==> config.mk <==
export PLATFORM = sky130hd
export DESIGN_NAME = vertex_position_half_packer_flat
export DESIGN_NICKNAME = d
export VERILOG_FILES = /design/src/rtl/vphp_pkg.sv /design/src/rtl/vphp_if.sv /design/src/rtl/vertex_position_half_packer.sv /design/src/flat_wrapper.sv
export SDC_FILE = /design/constraint.sdc
export NUM_CORES = 1
export LEC_CHECK = 0
export ABC_AREA = 1
export BUFFER_PORTS_ARGS = -buffer_cell sky130_fd_sc_hd__clkbuf_2
export CORE_ASPECT_RATIO = 0.9
export CORE_MARGIN = 5
export CORE_UTILIZATION = 45
export DETAILED_ROUTE_END_ITERATION = 8
export PLACE_DENSITY_LB_ADDON = 0.1
export SYNTH_ARGS = -nofsm -noshare
export SYNTH_HDL_FRONTEND = slang
export SYNTH_SLANG_ARGS = --single-unit
==> constraint.sdc <==
create_clock -name clk -period 5.4 [get_ports clk]
set_input_delay 0.27 -clock clk [delete_from_list [all_inputs] [get_ports clk]]
set_output_delay 0.27 -clock clk [all_outputs]
set_load 0.05 [all_outputs]
==> src/rtl/vphp_pkg.sv <==
package vphp_pkg;

    localparam int unsigned SINGLE_W = 32;
    localparam int unsigned HALF_W   = 16;
    localparam int unsigned NUM_WORDS = 4;

    localparam logic [22:0] MANT_MASK  = 23'h7FFFFF;
    localparam logic [14:0] HALF_QNAN  = 15'h7E00;
    localparam logic [14:0] HALF_INF   = 15'h7C00;
    localparam logic [14:0] HALF_ZERO  = 15'h0000;
    localparam logic [7:0]  SINGLE_EXP_SPECIAL = 8'hFF;

    // biased single exponent limits for each result class
    localparam logic [7:0] EXP_REBIAS   = 8'd112;
    localparam logic [7:0] EXP_OVERFLOW = 8'd143;
    localparam logic [7:0] EXP_SUB_LOW  = 8'd102;
    localparam logic [7:0] EXP_SUB_HIGH = 8'd112;
    localparam logic [7:0] SUB_SHIFT_BASE = 8'd126;

    localparam logic [2:0] CLS_ZERO = 3'd0;
    localparam logic [2:0] CLS_SUB  = 3'd1;
    localparam logic [2:0] CLS_NORM = 3'd2;
    localparam logic [2:0] CLS_INF  = 3'd3;
    localparam logic [2:0] CLS_NAN  = 3'd4;

    typedef struct packed {
        logic        sgn;
        logic [2:0]  cls;
        logic [4:0]  expo;
        logic [4:0]  shamt;
        logic [22:0] man;
    } dec_t;

    typedef struct packed {
        logic        sgn;
        logic [14:0] mag;
        logic        rnd;
    } rnd_t;

endpackage

==> src/rtl/vphp_if.sv <==
interface vphp_pos_if
    import vphp_pkg::*;
();
    logic                valid;
    logic                ready;
    logic [SINGLE_W-1:0] pos_x_bits;
    logic [SINGLE_W-1:0] pos_y_bits;
    logic [SINGLE_W-1:0] pos_z_bits;
    logic [SINGLE_W-1:0] pos_w_bits;
    logic                last_vertex;

    modport source (
        output valid, pos_x_bits, pos_y_bits, pos_z_bits, pos_w_bits, last_vertex,
        input  ready
    );
    modport sink (
        input  valid, pos_x_bits, pos_y_bits, pos_z_bits, pos_w_bits, last_vertex,
        output ready
    );
endinterface

interface vphp_half_if
    import vphp_pkg::*;
();
    logic              valid;
    logic              ready;
    logic [HALF_W-1:0] half_x;
    logic [HALF_W-1:0] half_y;
    logic [HALF_W-1:0] half_z;
    logic [HALF_W-1:0] half_w;
    logic              last_out;

    modport source (
        output valid, half_x, half_y, half_z, half_w, last_out,
        input  ready
    );
    modport sink (
        input  valid, half_x, half_y, half_z, half_w, last_out,
        output ready
    );
endinterface

==> src/rtl/vertex_position_half_packer.sv <==
// channel  | dir | payload                                        | handshake
// pos_ch   | in  | pos_x/y/z/w_bits (4 x 32), last_vertex (1)     | valid/ready
// half_ch  | out | half_x/y/z/w (4 x 16), last_out (1)            | valid/ready
//
// one vertex per cycle sustained while half_ch is ready, each beat passes the s1, s2, s3 registers
// stages: classify and rebias, subnormal shift and field pick, round and pack
// each stage holds its own valid bit and fills a bubble even while the output stalls
// a stall backs up stage by stage, no beat is lost or repeated
// rst_n clears the valid bits only, the data registers carry no reset
module vertex_position_half_packer
    import vphp_pkg::*;
(
    input  logic        clk,
    input  logic        rst_n,
    vphp_pos_if.sink    pos_ch,
    vphp_half_if.source half_ch
);

    logic [SINGLE_W-1:0] word_in [NUM_WORDS];

    logic   s1_v_reg, s2_v_reg, s3_v_reg;
    logic   s1_last_reg, s2_last_reg, s3_last_reg;
    dec_t   s1_reg [NUM_WORDS];
    rnd_t   s2_reg [NUM_WORDS];
    logic [HALF_W-1:0] s3_reg [NUM_WORDS];

    dec_t   s1_next [NUM_WORDS];
    rnd_t   s2_next [NUM_WORDS];
    logic [HALF_W-1:0] s3_next [NUM_WORDS];

    logic   adv1, adv2, adv3;

    assign word_in[0] = pos_ch.pos_x_bits;
    assign word_in[1] = pos_ch.pos_y_bits;
    assign word_in[2] = pos_ch.pos_z_bits;
    assign word_in[3] = pos_ch.pos_w_bits;

    // a stage may load when it is empty or its content moves on
    assign adv3 = !s3_v_reg || half_ch.ready;
    assign adv2 = !s2_v_reg || adv3;
    assign adv1 = !s1_v_reg || adv2;

    assign pos_ch.ready = adv1;

    for (genvar i = 0; i < NUM_WORDS; i++)
    begin : g_word
        logic [7:0]  exp8;
        logic [22:0] man;
        logic [7:0]  expo_full;
        logic [7:0]  shamt_full;
        logic [23:0] sig;
        logic [23:0] sig_sh;
        logic [4:0]  shamt_m1;

        // stage 1: classify
        always_comb
        begin
            exp8       = word_in[i][30:23];
            man        = word_in[i][22:0] & MANT_MASK;
            expo_full  = exp8 - EXP_REBIAS;
            shamt_full = SUB_SHIFT_BASE - exp8;
            s1_next[i].sgn   = word_in[i][31];
            s1_next[i].expo  = expo_full[4:0];
            s1_next[i].shamt = shamt_full[4:0];
            s1_next[i].man   = man;
            priority if (exp8 == SINGLE_EXP_SPECIAL)
            begin
                s1_next[i].cls = (man != '0) ? CLS_NAN : CLS_INF;
            end
            else if (exp8 >= EXP_OVERFLOW)
            begin
                s1_next[i].cls = CLS_INF;
            end
            else if (exp8 < EXP_SUB_LOW)
            begin
                s1_next[i].cls = CLS_ZERO;
            end
            else if (exp8 <= EXP_SUB_HIGH)
            begin
                s1_next[i].cls = CLS_SUB;
            end
            else
            begin
                s1_next[i].cls = CLS_NORM;
            end
        end

        // stage 2: pick magnitude and round bit
        always_comb
        begin
            sig      = {1'b1, s1_reg[i].man};
            shamt_m1 = s1_reg[i].shamt - 5'd1;
            sig_sh   = sig >> shamt_m1;
            s2_next[i].sgn = s1_reg[i].sgn;
            unique case (s1_reg[i].cls)
                CLS_NAN:
                begin
                    s2_next[i].mag = HALF_QNAN;
                    s2_next[i].rnd = 1'b0;
                end
                CLS_INF:
                begin
                    s2_next[i].mag = HALF_INF;
                    s2_next[i].rnd = 1'b0;
                end
                CLS_SUB:
                begin
                    s2_next[i].mag = {5'd0, sig_sh[10:1]};
                    s2_next[i].rnd = sig_sh[0];
                end
                CLS_NORM:
                begin
                    s2_next[i].mag = {s1_reg[i].expo, s1_reg[i].man[22:13]};
                    s2_next[i].rnd = s1_reg[i].man[12];
                end
                default:
                begin
                    s2_next[i].mag = HALF_ZERO;
                    s2_next[i].rnd = 1'b0;
                end
            endcase
        end

        // stage 3: round, carry may run into the exponent
        always_comb
        begin
            s3_next[i] = {s2_reg[i].sgn, s2_reg[i].mag + {14'd0, s2_reg[i].rnd}};
        end

        always_ff @(posedge clk)
        begin
            if (adv1)
            begin
                s1_reg[i] <= s1_next[i];
            end
            if (adv2)
            begin
                s2_reg[i] <= s2_next[i];
            end
            if (adv3)
            begin
                s3_reg[i] <= s3_next[i];
            end
        end
    end

    always_ff @(posedge clk or negedge rst_n)
    begin
        if (!rst_n)
        begin
            s1_v_reg <= 1'b0;
            s2_v_reg <= 1'b0;
            s3_v_reg <= 1'b0;
        end
        else
        begin
            if (adv1)
            begin
                s1_v_reg <= pos_ch.valid;
            end
            if (adv2)
            begin
                s2_v_reg <= s1_v_reg;
            end
            if (adv3)
            begin
                s3_v_reg <= s2_v_reg;
            end
        end
    end

    always_ff @(posedge clk)
    begin
        if (adv1)
        begin
            s1_last_reg <= pos_ch.last_vertex;
        end
        if (adv2)
        begin
            s2_last_reg <= s1_last_reg;
        end
        if (adv3)
        begin
            s3_last_reg <= s2_last_reg;
        end
    end

    assign half_ch.valid    = s3_v_reg;
    assign half_ch.half_x   = s3_reg[0];
    assign half_ch.half_y   = s3_reg[1];
    assign half_ch.half_z   = s3_reg[2];
    assign half_ch.half_w   = s3_reg[3];
    assign half_ch.last_out = s3_last_reg;

`ifndef SYNTH
    a_accept_fills_s1: assert property (@(posedge clk) disable iff (!rst_n)
        pos_ch.valid && pos_ch.ready |=> s1_v_reg)
        else $error("accepted beat did not reach stage 1");

    a_full_backpressure: assert property (@(posedge clk) disable iff (!rst_n)
        s1_v_reg && s2_v_reg && s3_v_reg && !half_ch.ready |-> !pos_ch.ready)
        else $error("input taken while pipeline is full and stalled");

    a_s2_moves_on: assert property (@(posedge clk) disable iff (!rst_n)
        s2_v_reg && adv3 |=> s3_v_reg)
        else $error("stage 2 beat lost on the way to the output");

    a_nan_quiet: assert property (@(posedge clk) disable iff (!rst_n)
        s1_v_reg && adv2 && s1_reg[0].cls == CLS_NAN
        |=> s2_reg[0].mag == HALF_QNAN && !s2_reg[0].rnd)
        else $error("nan did not come out as quiet nan");
`endif

endmodule
==> src/flat_wrapper.sv <==
// flat-port wrapper written by rule: the top's interface ports become plain ports
module vertex_position_half_packer_flat import vphp_pkg::*;
  (clk, rst_n, pos_ch_valid, pos_ch_pos_x_bits, pos_ch_pos_y_bits, pos_ch_pos_z_bits, pos_ch_pos_w_bits, pos_ch_last_vertex, pos_ch_ready, half_ch_valid, half_ch_half_x, half_ch_half_y, half_ch_half_z, half_ch_half_w, half_ch_last_out, half_ch_ready);
  vphp_pos_if pos_ch_i ();
  vphp_half_if half_ch_i ();
  input  logic clk;
  input  logic rst_n;
  input wire logic [$bits(pos_ch_i.valid)-1:0] pos_ch_valid;
  input wire logic [$bits(pos_ch_i.pos_x_bits)-1:0] pos_ch_pos_x_bits;
  input wire logic [$bits(pos_ch_i.pos_y_bits)-1:0] pos_ch_pos_y_bits;
  input wire logic [$bits(pos_ch_i.pos_z_bits)-1:0] pos_ch_pos_z_bits;
  input wire logic [$bits(pos_ch_i.pos_w_bits)-1:0] pos_ch_pos_w_bits;
  input wire logic [$bits(pos_ch_i.last_vertex)-1:0] pos_ch_last_vertex;
  output wire logic [$bits(pos_ch_i.ready)-1:0] pos_ch_ready;
  output wire logic [$bits(half_ch_i.valid)-1:0] half_ch_valid;
  output wire logic [$bits(half_ch_i.half_x)-1:0] half_ch_half_x;
  output wire logic [$bits(half_ch_i.half_y)-1:0] half_ch_half_y;
  output wire logic [$bits(half_ch_i.half_z)-1:0] half_ch_half_z;
  output wire logic [$bits(half_ch_i.half_w)-1:0] half_ch_half_w;
  output wire logic [$bits(half_ch_i.last_out)-1:0] half_ch_last_out;
  input wire logic [$bits(half_ch_i.ready)-1:0] half_ch_ready;
  assign pos_ch_i.valid = pos_ch_valid;
  assign pos_ch_i.pos_x_bits = pos_ch_pos_x_bits;
  assign pos_ch_i.pos_y_bits = pos_ch_pos_y_bits;
  assign pos_ch_i.pos_z_bits = pos_ch_pos_z_bits;
  assign pos_ch_i.pos_w_bits = pos_ch_pos_w_bits;
  assign pos_ch_i.last_vertex = pos_ch_last_vertex;
  assign pos_ch_ready = pos_ch_i.ready;
  assign half_ch_valid = half_ch_i.valid;
  assign half_ch_half_x = half_ch_i.half_x;
  assign half_ch_half_y = half_ch_i.half_y;
  assign half_ch_half_z = half_ch_i.half_z;
  assign half_ch_half_w = half_ch_i.half_w;
  assign half_ch_last_out = half_ch_i.last_out;
  assign half_ch_i.ready = half_ch_ready;
  vertex_position_half_packer u_core (.clk(clk), .rst_n(rst_n), .pos_ch(pos_ch_i), .half_ch(half_ch_i));
endmodule
==> results.md <==
* Area Growth Syn to Fin at 21.26%
* DRT iter0 DRCs at 1022
* Synth cell count leaders: nand2_1, nand3_1, edfxtp_1
* Post-Route Utilization at 55.13%
* Leak at 0.008445 uW
* Routed WL at 40360 um
* CTS sink cnt at 282
* Initial antenna violation count at 2
* Top cell type's share of synthesized area at 52.58%
* Mean post-synth cell area at 8.968 um^2
* Crit share post-route at 65.25%
* Initial Util at 45.46%
* Routed vias at 13380
* Max FFs per register at 144
* Arrival time of the worst setup path at 3900 ps
* Post-synthesis async set-or-reset flop share at 1.064%
* Die width at 208.4 um
* Final Hold Viols at 0
* Vias in the first global route at 12680
* Post-synthesis cell count at 1777
* Status: finished clean
* Clock H-tree levels at 2
* Crit path time final at 3523 ps
* Most common cell in the netlist: nand2_1
* Crit path from: u_core.s1_reg[1][28]$_DFFE_PP_
* EDFF count, synth at 279
* # setup viols final at 0
* Die ar. at 39280 um^2
* Pre-antenna DRT Iters at 5
* Worst hold slack at 29.21 ps
* Post-synth cell types at 39
* Layout cells sized above 1 at 16.12%
* Grt total ovfl at 0
* Final slew viol count at 0
* Worst min path class: input pin to flop
* ANT nets after route at 0
* F_max at 283.8 MHz
* CTS tree: yes
* CORE AREA at 35050 um^2
* CTS Root Cell: clkbuf_16
* Worst slew pin tran at 1106 ps
* Syn_nets at 1937
* I/O Pins at 200
* Synth Cell Area at 15940 um^2
* Max-slew headroom at 26.30%
* Post-DR vias/cell at 5.225
* Unrepaired setup endpoints after global routing: no
* DRC at 0
* Clk slew on worst S/H paths at 60 ps
* Pwr per Cell Area at 361.6 nW/um^2
* Maximum root-to-sink buffer count at 3
* CTS resizes at 0
* Flops & latches, synth at 282
* Layout Skew at 11.18 ps
* Largest net degree at the start of global routing at 81
* Die Ht at 188.5 um
* Setup TNS at 0 ps
* Yosys top cell by area: edfxtp_1
* Crit-path max FO at 29
* Critical path capture point type: flop
* CP required at 5780 ps
* # port buffers at 199
* Number of max-cap violations at 0
* Critical Path Source Type: flop
* Post-synthesis sequential area ratio at 53.05%
* # Post-CTS Setup Buffers at 0
* Worst vdd ir at 0.2807 mV
* WL/cell at 15.76 um
* Hold Crit Start: pos_ch_pos_x_bits[24]
* Gr usage total at 20.13%
* Crit path kind: flop to flop
* Final WS setup at 1877 ps
* Final nets at 2225
* Top cells by area, synth: edfxtp_1, nand3_1, nand2_1
* Worst slack, placed at 1995 ps
* Clock latency at the later pin of the worst-skew pair at 510 ps
* R2R Path Start: u_core.s1_reg[1][28]$_DFFE_PP_
* Syn. warnings at 0
* Global-route wire length before repair at 65270 um
* CTS Buf Count at 34
* GP Congestion at 0.8916
* Top FF cell, synth: edfxtp_1
* Dpl hpwl at 28800 um
* Rows at 65
==> timing repair <==
| item | in CTS | in global routing |
|---|---|---|
| hold endpoints to repair | 112 | 0 |
| endpoints found under the setup margin | 0 | 0 |
| hold buffers | 110 | 0 |
==> cell usage in the layout, fill, tap and decap left out, types with 13 or more instances in the layout <==
cell / netlist / routed
nand2_1: 502 / 500
nand3_1: 412 / 412
edfxtp_1: 279 / 279
clkbuf_2: 0 / 199
dlygate4sd3_1: 0 / 110
inv_1: 107 / 106
nor2_1: 98 / 98
xor2_1: 42 / 42
clkbuf_16: 0 / 37
nand2_2: 33 / 33
nand4_1: 27 / 27
ha_1: 27 / 27
nor3_1: 24 / 24
a21oi_1: 23 / 23
xnor2_1: 20 / 20
o21ai_1: 19 / 19
o21ai_0: 17 / 17
o211ai_1: 14 / 14
inv_2: 12 / 13
==> worst paths after layout <==
path,endpoint,slack [ps],depth (start not counted)
max in group asynchronous,u_core.half_ch.valid$_DFFE_PN0P_,5180,2
worst min register to register,u_core.half_ch.last_out$_DFFE_PP_,420,0
worst max register to register,u_core.s2_reg[1][1]$_DFFE_PP_,1880,10
min in group asynchronous,u_core.s1_v_reg$_DFFE_PN0P_,100,2
worst max-delay path,u_core.s2_reg[1][1]$_DFFE_PP_,1880,10
worst min-delay path,u_core.s1_reg[0][29]$_DFFE_PP_,30,1
==> through the flow <==
step	total power, uW	area, um^2	std cells
after global placement	4711	17110	2388
final	6987	19320	2561
after CTS	7058	19320	2559
after detailed placement	4719	17110	2388
after global routing	7377	19320	2560
after floorplan	4317	15940	1777
==> worst max-delay path: stages, from the launching register on <==
cell and delay (ps):
edfxtp_1 1070, inv_8 210, ha_1 940, inv_2 380, nand3_1 230, nand3_1 130, nand3_1 130, nand2_1 50
nand2_1 60, nand2_1 80, nand2_1 80
==> cell families (layout without fill, tap and decap cells) <==
group / count (synthesis) / count (layout) / synth area share, %
compound gates: 86 / 86 / 3.149
xor+xnor: 62 / 62 / 3.408
fa+ha+maj: 27 / 27 / 2.120
buf+inv: 185 / 498 / 6.030
flops: 282 / 282 / 53.05
other cells: 0 / 2 / 0
simple gates: 1135 / 1135 / 32.25
==> power by group <==
part / internal [uW] / switching, uW / leakage, uW
logic: 532 / 1240 / 0.00496
registers: 2780 / 187 / 0.00294
clock network: 1360 / 877 / 0.000541
total: 4680 / 2310 / 0.00844
==> metal layers <==
metal | wire, um | global-route usage, % | up-vias
li1 | - | - | 6730
met1 | 18880 | 29.15 | 6144
met2 | 18170 | 31.64 | 426
met3 | 2274 | 3.296 | 80
met4 | 1017 | 5.456 | 2
met5 | 13 | 0 | -
==> layout make-up <==
type	instances	area (um^2)
diodes	2	5.005
clock buffers	43	968.4
clock inverters	18	143.9
fillers	3173	15730
inverters	123	486.7
multi-input cells	1310	6545
flip-flops and latches	282	8453
well taps	469	586.8
repair buffers	314	2135
Power figures use the tool's default switching activity.
